==> src/hdl/periodic_timer_bank_macros.svh <==
// assertion helpers used by the timer bank datapath
`ifndef PERIODIC_TIMER_BANK_MACROS_SVH
`define PERIODIC_TIMER_BANK_MACROS_SVH

// same-cycle implication, clocked on i_clk, off while in reset
`define PTB_ASSERT_IMP(lbl, ante, cons, msg) \
    lbl: assert property (@(posedge i_clk) disable iff (!i_rst_n) (ante) |-> (cons)) \
        else $error(msg);

// next-cycle implication, clocked on i_clk, off while in reset
`define PTB_ASSERT_NXT(lbl, ante, cons, msg) \
    lbl: assert property (@(posedge i_clk) disable iff (!i_rst_n) (ante) |=> (cons)) \
        else $error(msg);

`endif

==> src/hdl/ptb_pkg.sv <==
// ----------------------------------------------------------------------------
// ptb_pkg
// types, codes and constants of the periodic timer bank
// ----------------------------------------------------------------------------
`timescale 1ns / 1ps

package ptb_pkg;

    localparam int SLOTS = 16;
    localparam int IDX_W = $clog2(SLOTS);
    localparam logic [15:0] DELAY_CAP = 16'h8000;
    localparam logic [15:0] COUNT_MAX = 16'hFFFF;

    typedef enum logic [1:0] {
        F_TICK   = 2'd0,
        F_APPEND = 2'd1,
        F_DELETE = 2'd2,
        F_RSVD   = 2'd3
    } t_func;

    typedef enum logic [1:0] {
        K_FIRE      = 2'd0,
        K_TICK_DONE = 2'd1,
        K_CMD_DONE  = 2'd2
    } t_kind;

    typedef enum logic [2:0] {
        ST_UPDATED   = 3'd0,
        ST_ADDED     = 3'd1,
        ST_FULL      = 3'd2,
        ST_REMOVED   = 3'd3,
        ST_NOT_FOUND = 3'd4
    } t_status;

    typedef enum logic [2:0] {
        S_IDLE,
        S_DISPATCH,
        S_SCAN,
        S_CMD_END,
        S_TICK_EVAL,
        S_TICK_DIV,
        S_TICK_FIRE,
        S_TICK_END
    } t_state;

    typedef struct packed {
        logic [1:0]  func;
        logic [15:0] handle;
        logic [30:0] period;
        logic [31:0] payload;
        logic [30:0] elapsed;
    } t_in_item;

    typedef struct packed {
        logic [1:0]  kind;
        logic [3:0]  slot;
        logic [15:0] fired_handle;
        logic [31:0] fired_payload;
        logic [15:0] fire_count;
        logic [15:0] next_delay;
        logic [2:0]  status;
        logic        last;
    } t_out_item;

    // controller to datapath
    typedef struct packed {
        logic latch;
        logic scan_free;
        logic apply_hit;
        logic apply_end;
        logic tick_skip;
        logic tick_keep;
        logic div_start;
        logic div_step;
        logic fire;
        logic tick_done;
    } t_ctl_cmd;

    // datapath to controller
    typedef struct packed {
        logic is_tick;
        logic hit;
        logic idx_last;
        logic skip;
        logic tick_le0;
        logic div_last;
        logic out_busy;
    } t_dp_status;

endpackage

==> src/hdl/ptb_datapath.sv <==
// ----------------------------------------------------------------------------
// ptb_datapath
// slot table, walk index, serial divider and result register
// ----------------------------------------------------------------------------
`timescale 1ns / 1ps
`include "periodic_timer_bank_macros.svh"

module ptb_datapath (
    input  logic                  i_clk,
    input  logic                  i_rst_n,
    input  ptb_pkg::t_in_item     i_in_item,
    input  ptb_pkg::t_ctl_cmd     i_cmd,
    output ptb_pkg::t_dp_status   o_status,
    input  logic                  i_out_stall,
    output logic                  o_out_valid,
    output ptb_pkg::t_out_item    o_out_item
);
    import ptb_pkg::*;

    logic              r_used [SLOTS];
    logic [15:0]       r_hdl  [SLOTS];
    logic [31:0]       r_pay  [SLOTS];
    logic [30:0]       r_per  [SLOTS];
    logic [31:0]       r_rem  [SLOTS];

    logic [1:0]        r_func;
    logic [15:0]       r_handle;
    logic [30:0]       r_period;
    logic [31:0]       r_payload;
    logic [30:0]       r_elapsed;

    logic [IDX_W-1:0]  r_idx;
    logic              r_free_v;
    logic [IDX_W-1:0]  r_free_idx;
    logic [15:0]       r_delay;

    logic [31:0]       r_div_q;
    logic [31:0]       r_div_m;
    logic [4:0]        r_div_cnt;

    logic              r_out_valid;
    t_out_item         r_out;
    t_out_item         n_out;

    logic              cur_used;
    logic [15:0]       cur_hdl;
    logic [31:0]       cur_pay;
    logic [30:0]       cur_per;
    logic [31:0]       cur_rem;
    logic              cmd_ok;
    logic              idx_inc;
    logic [33:0]       tick_r;
    logic [33:0]       neg_r;
    logic [31:0]       fire_rem;
    logic [31:0]       rebase_rem;
    logic [15:0]       fire_cnt;
    logic [31:0]       dly_val;
    logic [15:0]       dly_next;
    logic [31:0]       div_t;
    logic [32:0]       div_d;
    logic              out_busy;
    logic              out_load;
    logic              out_is_fire;
    logic              out_is_close;

    always_comb begin
        cur_used   = r_used[r_idx];
        cur_hdl    = r_hdl[r_idx];
        cur_pay    = r_pay[r_idx];
        cur_per    = r_per[r_idx];
        cur_rem    = r_rem[r_idx];
        cmd_ok     = ((r_func == F_APPEND) || (r_func == F_DELETE)) && (r_handle != 16'd0);
        tick_r     = {{2{cur_rem[31]}}, cur_rem} - {3'b000, r_elapsed};
        neg_r      = 34'd0 - tick_r;
        fire_rem   = {1'b0, cur_per} - r_div_m;
        rebase_rem = cur_rem - {1'b0, cur_per} + {1'b0, r_period};
        fire_cnt   = (r_div_q >= 32'd65535) ? COUNT_MAX : (r_div_q[15:0] + 16'd1);
        dly_val    = i_cmd.fire ? fire_rem : tick_r[31:0];
        dly_next   = (dly_val < {16'd0, r_delay}) ? dly_val[15:0] : r_delay;
        div_t      = {r_div_m[30:0], r_div_q[31]};
        div_d      = {1'b0, div_t} - {2'b00, cur_per};
        idx_inc    = i_cmd.scan_free || i_cmd.tick_skip || i_cmd.tick_keep || i_cmd.fire;
        out_busy   = r_out_valid && i_out_stall;
        out_load   = i_cmd.apply_hit || i_cmd.apply_end || i_cmd.fire || i_cmd.tick_done;
        out_is_fire  = r_out_valid && (r_out.kind == K_FIRE);
        out_is_close = r_out_valid && (r_out.kind == K_TICK_DONE);
    end

    always_comb begin
        o_status.is_tick  = (r_func == F_TICK);
        o_status.hit      = cur_used && (cur_hdl == r_handle) && cmd_ok;
        o_status.idx_last = (r_idx == IDX_W'(SLOTS - 1));
        o_status.skip     = !cur_used || (cur_per == 31'd0);
        o_status.tick_le0 = tick_r[33] || (tick_r == 34'd0);
        o_status.div_last = (r_div_cnt == 5'd31);
        o_status.out_busy = out_busy;
    end

    // next result
    always_comb begin
        n_out        = '0;
        n_out.last   = 1'b1;
        n_out.kind   = K_CMD_DONE;
        n_out.status = ST_NOT_FOUND;
        if (i_cmd.apply_hit) begin
            n_out.slot   = 4'(r_idx);
            n_out.status = (r_func == F_DELETE) ? ST_REMOVED : ST_UPDATED;
        end else if (i_cmd.apply_end) begin
            if (cmd_ok && (r_func == F_APPEND)) begin
                n_out.status = r_free_v ? ST_ADDED : ST_FULL;
                n_out.slot   = r_free_v ? 4'(r_free_idx) : 4'd0;
            end
        end else if (i_cmd.fire) begin
            n_out.kind          = K_FIRE;
            n_out.slot          = 4'(r_idx);
            n_out.fired_handle  = cur_hdl;
            n_out.fired_payload = cur_pay;
            n_out.fire_count    = fire_cnt;
            n_out.status        = ST_UPDATED;
            n_out.last          = 1'b0;
        end else begin
            n_out.kind       = K_TICK_DONE;
            n_out.status     = ST_UPDATED;
            n_out.next_delay = r_delay;
        end
    end

    // control state
    always_ff @(posedge i_clk) begin
        if (!i_rst_n) begin
            r_idx       <= '0;
            r_free_v    <= 1'b0;
            r_out_valid <= 1'b0;
            for (int k = 0; k < SLOTS; k++) r_used[k] <= 1'b0;
        end else begin
            if (i_cmd.latch) begin
                r_idx    <= '0;
                r_free_v <= 1'b0;
            end else if (idx_inc) begin
                r_idx <= r_idx + IDX_W'(1);
            end
            if (i_cmd.scan_free && !cur_used && !r_free_v) r_free_v <= 1'b1;
            if (i_cmd.apply_hit && (r_func == F_DELETE)) r_used[r_idx] <= 1'b0;
            if (i_cmd.apply_end && cmd_ok && (r_func == F_APPEND) && r_free_v)
                r_used[r_free_idx] <= 1'b1;
            if (out_load)
                r_out_valid <= 1'b1;
            else if (!i_out_stall)
                r_out_valid <= 1'b0;
        end
    end

    // payload registers
    always_ff @(posedge i_clk) begin
        if (i_cmd.latch) begin
            r_func    <= i_in_item.func;
            r_handle  <= i_in_item.handle;
            r_period  <= i_in_item.period;
            r_payload <= i_in_item.payload;
            r_elapsed <= i_in_item.elapsed;
            r_delay   <= DELAY_CAP;
        end
        if (i_cmd.scan_free && !cur_used && !r_free_v) r_free_idx <= r_idx;
        if (i_cmd.apply_hit && (r_func == F_APPEND)) begin
            r_rem[r_idx] <= rebase_rem;
            r_pay[r_idx] <= r_payload;
            r_per[r_idx] <= r_period;
        end
        if (i_cmd.apply_end && cmd_ok && (r_func == F_APPEND) && r_free_v) begin
            r_hdl[r_free_idx] <= r_handle;
            r_pay[r_free_idx] <= r_payload;
            r_per[r_free_idx] <= r_period;
            r_rem[r_free_idx] <= {1'b0, r_period};
        end
        if (i_cmd.tick_keep) r_rem[r_idx] <= tick_r[31:0];
        if (i_cmd.fire)      r_rem[r_idx] <= fire_rem;
        if (i_cmd.tick_keep || i_cmd.fire) r_delay <= dly_next;
        // restoring divide of the overrun by the period, one quotient bit a cycle
        if (i_cmd.div_start) begin
            r_div_q   <= neg_r[31:0];
            r_div_m   <= 32'd0;
            r_div_cnt <= 5'd0;
        end else if (i_cmd.div_step) begin
            r_div_cnt <= r_div_cnt + 5'd1;
            if (!div_d[32]) begin
                r_div_m <= div_d[31:0];
                r_div_q <= {r_div_q[30:0], 1'b1};
            end else begin
                r_div_m <= div_t;
                r_div_q <= {r_div_q[30:0], 1'b0};
            end
        end
        if (out_load) r_out <= n_out;
    end

    assign o_out_valid = r_out_valid;
    assign o_out_item  = r_out;

    `PTB_ASSERT_IMP(a_fire_count, out_is_fire, |r_out.fire_count && !r_out.last, "bad fire result")
    `PTB_ASSERT_IMP(a_close_last, out_is_close, r_out.last, "closing result without last")
    `PTB_ASSERT_IMP(a_close_delay, out_is_close, r_out.next_delay <= DELAY_CAP, "delay above cap")
    `PTB_ASSERT_NXT(a_div_start, i_cmd.div_start, r_div_cnt == 5'd0, "divider did not restart")

endmodule

==> src/hdl/ptb_controller.sv <==
// ----------------------------------------------------------------------------
// ptb_controller
// sequencer for table scans, tick walk and divider steps
// ----------------------------------------------------------------------------
`timescale 1ns / 1ps

module ptb_controller (
    input  logic                  i_clk,
    input  logic                  i_rst_n,
    input  logic                  i_in_valid,
    output logic                  o_in_stall,
    input  ptb_pkg::t_dp_status   i_status,
    output ptb_pkg::t_ctl_cmd     o_cmd
);
    import ptb_pkg::*;

    t_state r_state;
    t_state n_state;

    always_ff @(posedge i_clk) begin
        if (!i_rst_n) r_state <= S_IDLE;
        else          r_state <= n_state;
    end

    always_comb begin
        n_state    = r_state;
        o_cmd      = '0;
        o_in_stall = (r_state != S_IDLE);
        unique case (r_state)
            S_IDLE: begin
                if (i_in_valid) begin
                    o_cmd.latch = 1'b1;
                    n_state     = S_DISPATCH;
                end
            end
            S_DISPATCH: n_state = i_status.is_tick ? S_TICK_EVAL : S_SCAN;
            S_SCAN: begin
                if (i_status.hit) begin
                    if (!i_status.out_busy) begin
                        o_cmd.apply_hit = 1'b1;
                        n_state         = S_IDLE;
                    end
                end else begin
                    o_cmd.scan_free = 1'b1;
                    if (i_status.idx_last) n_state = S_CMD_END;
                end
            end
            S_CMD_END: begin
                if (!i_status.out_busy) begin
                    o_cmd.apply_end = 1'b1;
                    n_state         = S_IDLE;
                end
            end
            S_TICK_EVAL: begin
                if (i_status.skip) begin
                    o_cmd.tick_skip = 1'b1;
                    if (i_status.idx_last) n_state = S_TICK_END;
                end else if (!i_status.tick_le0) begin
                    o_cmd.tick_keep = 1'b1;
                    if (i_status.idx_last) n_state = S_TICK_END;
                end else begin
                    o_cmd.div_start = 1'b1;
                    n_state         = S_TICK_DIV;
                end
            end
            S_TICK_DIV: begin
                o_cmd.div_step = 1'b1;
                if (i_status.div_last) n_state = S_TICK_FIRE;
            end
            S_TICK_FIRE: begin
                if (!i_status.out_busy) begin
                    o_cmd.fire = 1'b1;
                    n_state    = i_status.idx_last ? S_TICK_END : S_TICK_EVAL;
                end
            end
            S_TICK_END: begin
                if (!i_status.out_busy) begin
                    o_cmd.tick_done = 1'b1;
                    n_state         = S_IDLE;
                end
            end
            default: n_state = S_IDLE;
        endcase
    end

endmodule

==> src/hdl/periodic_timer_bank.sv <==
// ----------------------------------------------------------------------------
// periodic_timer_bank
// table of sixteen periodic timers driven by append, delete and tick requests
// ----------------------------------------------------------------------------
// One request is taken at a time; o_in_stall stays high until its last result
// is loaded into the output register. Append and delete walk the slot table
// one slot a cycle; an update or delete stops at the matching slot. A tick
// walks all 16 slots one a cycle, except that for every slot that expires it
// runs a restoring divider on the overrun and then emits the fire result
// before it goes on. A result that waits on i_out_stall holds the walk only
// when another result is ready to be loaded behind it.
`timescale 1ns / 1ps

module periodic_timer_bank (
    input  logic                 i_clk,
    input  logic                 i_rst_n,
    input  logic                 i_in_valid,
    output logic                 o_in_stall,
    input  ptb_pkg::t_in_item    i_in_item,
    output logic                 o_out_valid,
    input  logic                 i_out_stall,
    output ptb_pkg::t_out_item   o_out_item
);
    import ptb_pkg::*;

    t_ctl_cmd   ctl_cmd;
    t_dp_status dp_status;

    // sequencer: scan, tick walk, divider stepping
    ptb_controller u_ctl (
        .i_clk      (i_clk),
        .i_rst_n    (i_rst_n),
        .i_in_valid (i_in_valid),
        .o_in_stall (o_in_stall),
        .i_status   (dp_status),
        .o_cmd      (ctl_cmd)
    );

    // slot table, divider and result register
    ptb_datapath u_dp (
        .i_clk       (i_clk),
        .i_rst_n     (i_rst_n),
        .i_in_item   (i_in_item),
        .i_cmd       (ctl_cmd),
        .o_status    (dp_status),
        .i_out_stall (i_out_stall),
        .o_out_valid (o_out_valid),
        .o_out_item  (o_out_item)
    );

endmodule
==> config.mk <==
export PLATFORM = sky130hd
export DESIGN_NAME = periodic_timer_bank
export DESIGN_NICKNAME = d
export VERILOG_FILES = /design/src/hdl/ptb_pkg.sv /design/src/hdl/ptb_datapath.sv /design/src/hdl/ptb_controller.sv /design/src/hdl/periodic_timer_bank.sv
export VERILOG_INCLUDE_DIRS = /design/src /design/src/hdl
export SDC_FILE = /design/constraint.sdc
export NUM_CORES = 2
export LEC_CHECK = 0
export ABC_AREA = 1
export CAP_MARGIN = 0
export CORE_ASPECT_RATIO = 1.25
export CORE_UTILIZATION = 35
export DETAILED_ROUTE_END_ITERATION = 7
export DONT_BUFFER_PORTS = 1
export GPL_TIMING_DRIVEN = 0
export MAX_ROUTING_LAYER = met4
export SETUP_SLACK_MARGIN = 0.5
export SLEW_MARGIN = 0
export SYNTH_ARGS = -nofsm -noshare
export SYNTH_HDL_FRONTEND = slang
export SYNTH_HIERARCHICAL = 1
export SYNTH_SLANG_ARGS = --single-unit
==> constraint.sdc <==
create_clock -name i_clk -period 23.8 [get_ports i_clk]
set_input_delay 5.95 -clock i_clk [delete_from_list [all_inputs] [get_ports i_clk]]
set_output_delay 5.95 -clock i_clk [all_outputs]
set_load 0.05 [all_outputs]
==> summary.txt <==
Run status
  • Outcome: complete, but fails checks
  • Failing checks: capacitance limit, slew limit

Clock tree
  • TritonCTS clock tree: yes
  • Clk sinks: 2096
  • Reg clk slew, reported paths: 0.06 ns
  • Post-CTS Setup Inserts: 0
  • Clock latency on the worst-skew pair: 0.99 ns
  • Clk root buf: clkbuf_16
  • CTS resizes: 0
  • H-Tree Depth: 4
  • Hold buffer count at CTS: 0
  • Clock tree buffer depth: 4
  • Num CTS Buffers: 225

Global routing
  • Grt peak-use layer: met2
  • Gr usage total: 32.1%
  • Overflow after GRT: 0
  • M3 GR Usage: 6.89%
  • Initial antenna violation count: 34
  • Routing usage on met2: 50.0%
  • Vias in the first global route: 78100
  • Largest net degree at the start of global routing: 55
  • GR Layer Usage met1: 36.7%
  • First-pass GRT wire length: 620000 um

Timing
  • RSZ-0062 raised after global routing: no
  • Setup violators final: 0
  • Setup TNS: 0 ns
  • Final cycle utilization of the critical path: 52.9%
  • Final Critical Period: 12.60 ns
  • Max_slew headroom: -10.4%
  • FMAX: 0.0794 GHz
  • Max-slew violations: 66
  • Clock Skews: 0.162 ns
  • Final hold viol count: 0
  • Slew of the pin with the lowest slew margin: 1.66 ns

Placement
  • GPL Wtd Cong: 1.04
  • Dpl cells: 13200
  • # port buffers: 0
  • DP HPWL: 333000 um

Finish
  • Area occupied by multi-input gates: 31300 um^2
  • Non-Filler Instances: 13600
  • Layout cells sized above 1: 8.44%
  • Filler cells: 27000
  • Area grow syn2layout: 14.7%
  • FF/Latch Area: 62100 um^2
  • Net count, final: 9996

Synth
  • Ys async rst share: 0%
  • Syn Area/Cell: 10.5 um^2
  • Post-Syn Area: 98500 um^2
  • Synth top area share: 61.4%
  • Syn Inst Count: 9371
  • Distinct cells, synth: 65
  • Post-synthesis sequential area ratio: 63.1%
  • Top cells by area, synth: edfxtp_1 (61%), o21ai_0 (6.4%), nand2_1 (5.6%)
  • Syn nets: 9674
  • Yosys reg bits: 2096
  • Synth Flop Type: edfxtp_1
  • Synth Warn #: 6
  • Area leader, netlist: edfxtp_1
  • EDFF count, synth: 2014

Pwr
  • Static leakage: 39.9 nW
  • Pwr/cell area: 136 nW/um^2
  • Peak VDD IR: 111 uV

Floorplanning
  • Die H: 595 um
  • Starting Density: 35.2%
  • Die area: 284000 um^2
  • Ports: 208
  • Core ar.: 280000 um^2
  • Row cnt: 217
  • Die width: 476 um

Drt
  • Detailed Route WL: 457000 um
  • Residual DRC: 0
  • Antenna-violating nets left: 0
  • WL/cell: 33.5 um
  • DR vias: 81800
  • Via density: 6.00
  • Iteration-0 DRC Markers: 12600
  • TritonRoute pass-1 iters: 7

Worst setup path
  • Buf/Inv on CP: 10
  • Setup crit end: u_dp/r_rem[5][2]
  • Worst R2R Setup Slack: 11.20 ns
  • Critical path's top delay family: buffers and inverters
  • Crit-path max FO: 21
  • Critical Path Max Stage Delay: 1.19 ns
  • CP Data Required Time: 24.37 ns
  • Critical Path Sink Type: flip-flop
  • Critical path type: flip-flop to flip-flop
  • Critical Path Slowest Stage Cell: clkbuf_1
  • R2r worst-path depth: 32
  • Crit path launch type: flip-flop
  • CP arrival: 13.17 ns
  • Most frequent CP cell: nand2_1
  • Critical path depth: 32
  • Crit Reg-Reg Endpoint: u_dp/r_rem[5][2]

Min path
  • HP Class: flip-flop to flip-flop

Job
  • Max-Cap Viols: 6
## report_power, final
| group | switching [mW] | leakage, nW | internal, mW |
|---|---|---|---|
| combinational | 5.49 | 17.4 | 1.73 |
| clock | 1.54 | 3.54 | 2.02 |
| sequential | 0.278 | 19.0 | 4.28 |
## worst min path at each step
stage                 startpoint           endpoint  slack, ns  depth (start not counted)
3_5_place_dp      u_dp/r_used[9]     u_dp/r_used[9]       0.47                          2
3_3_place_gp   u_dp/r_rem[5][31]  u_dp/r_rem[5][31]       0.46                          2
2_1_floorplan     u_dp/r_used[1]     u_dp/r_used[1]       0.44                          2
5_1_grt        u_dp/r_rem[5][31]  u_dp/r_rem[5][31]       0.50                          2
4_1_cts          u_dp/r_used[13]    u_dp/r_used[13]       0.48                          2
6_report        u_dp/r_div_m[18]   u_dp/r_div_m[18]       0.48                          2
## placed cells by master (no fill, tap or decap), types with 12 or more instances in the layout
| master | count |
|---|---|
| o21bai_1 | 14 |
| buf_16 | 20 |
| clkbuf_1 | 366 |
| nand3_1 | 396 |
| dfxtp_1 | 82 |
| nor2_1 | 1251 |
| nor2_4 | 18 |
| xor2_1 | 40 |
| buf_12 | 73 |
| fa_1 | 34 |
| nor3_1 | 34 |
| buf_4 | 41 |
| buf_2 | 170 |
| o22ai_1 | 329 |
| o21ai_0 | 1255 |
| nand3_2 | 13 |
| nand3b_1 | 12 |
| inv_2 | 22 |
| clkinv_2 | 41 |
| nand2_2 | 41 |
| nor4_1 | 13 |
| o21ai_1 | 36 |
| a21o_1 | 15 |
| o22ai_4 | 16 |
| inv_1 | 697 |
| xnor2_1 | 23 |
| nand2_1 | 1449 |
| nor2_2 | 24 |
| diode_2 | 36 |
| o211ai_1 | 153 |
| a21oi_1 | 204 |
| nand4_1 | 42 |
| bufinv_16 | 25 |
| o221ai_1 | 314 |
| clkinv_1 | 69 |
| clkinvlp_4 | 14 |
| edfxtp_1 | 2014 |
| ha_1 | 153 |
| clkbuf_16 | 227 |
## registers in the layout (all words and copies together) (netlist names), 31 cells and up, named ones only
name and count:
u_dp/r_payload 32, u_dp/r_period 31, u_dp/r_rem 512, u_dp/o_out_item 90
u_dp/r_elapsed 31, u_dp/r_hdl 256, u_dp/r_div_q 32, u_dp/r_div_m 32
u_dp/r_per 496, u_dp/r_pay 512
## Yosys cell counts (all sizes together), types with 4 or more instances
cell type  number
xor2           41
nor3           38
or2            14
buf           232
o221ai        314
clkbuf        348
fa             34
o21ai        1294
o211ai        157
edfxtp       2014
a21oi         208
nand2        1491
a31o            4
nand3         410
ha            153
nand3b         12
clkinv         16
inv           719
o21bai         19
o22ai         345
a31oi           9
o21a            6
nor4           14
a21o           15
xnor2          23
and2            5
a211oi          5
nand4          43
nor2         1293
dfxtp          82
## routing by layer
layer	wire, um	vias up	part of all wire, %
met3	47400	1530	10
met1	161000	40200	35
li1	-	34200	-
met2	210000	5838	46
met4	38600	0	8.4
met5	0	-	0
## logic make-up (layout without fill, tap and decap cells)
family                     after synthesis  in the layout  synth area share (%)
muxes                                    1              1                0.0102
xor gates and xnor gates                64             64                 0.577
and+or+nand+nor                       3322           3322                  13.8
AOI/OAI and AO/OA                     2386           2386                  14.5
adders and majority gates              187            187                  2.63
buffers and inverters                 1315           1819                  5.48
other                                    0             36                     0
DFF                                   2096           2096                  63.1
## tightest hold or removal path: stages (launching register included)
cell,delay [ns]
dfxtp_1,0.32
nand2_1,0.07
nand2_1,0.05
## layout make-up
cell class | count | area share (%)
Clock buffer | 258 | 5.14
Sequential cell | 2096 | 55.0
Timing Repair Buffer | 95 | 1.81
Buffer | 580 | 2.35
Multi-Input combinational cell | 5960 | 27.7
Antenna cell | 36 | 0.0798
Clock inverter | 151 | 1.32
Tap cell | 3723 | 4.12
Inverter | 735 | 2.44
## through the flow
step | utilization (%) | worst slack, ns | instance area (um^2) | hold WS, ns | total power, mW
after CTS | 40.4 | 12.09 | 113000 | 0.482 | 15.1
after detailed placement | 37.7 | 12.20 | 106000 | 0.466 | 11.6
after floorplan | - | 11.98 | 98500 | 0.439 | 8.53
final | 40.4 | 11.20 | 113000 | 0.482 | 15.3
after global placement | 36.9 | 6.20 | 103000 | 0.463 | 11.6
after global routing | 40.4 | 11.50 | 113000 | 0.498 | 15.8
Note: power is estimated with default switching activity, not from simulation.
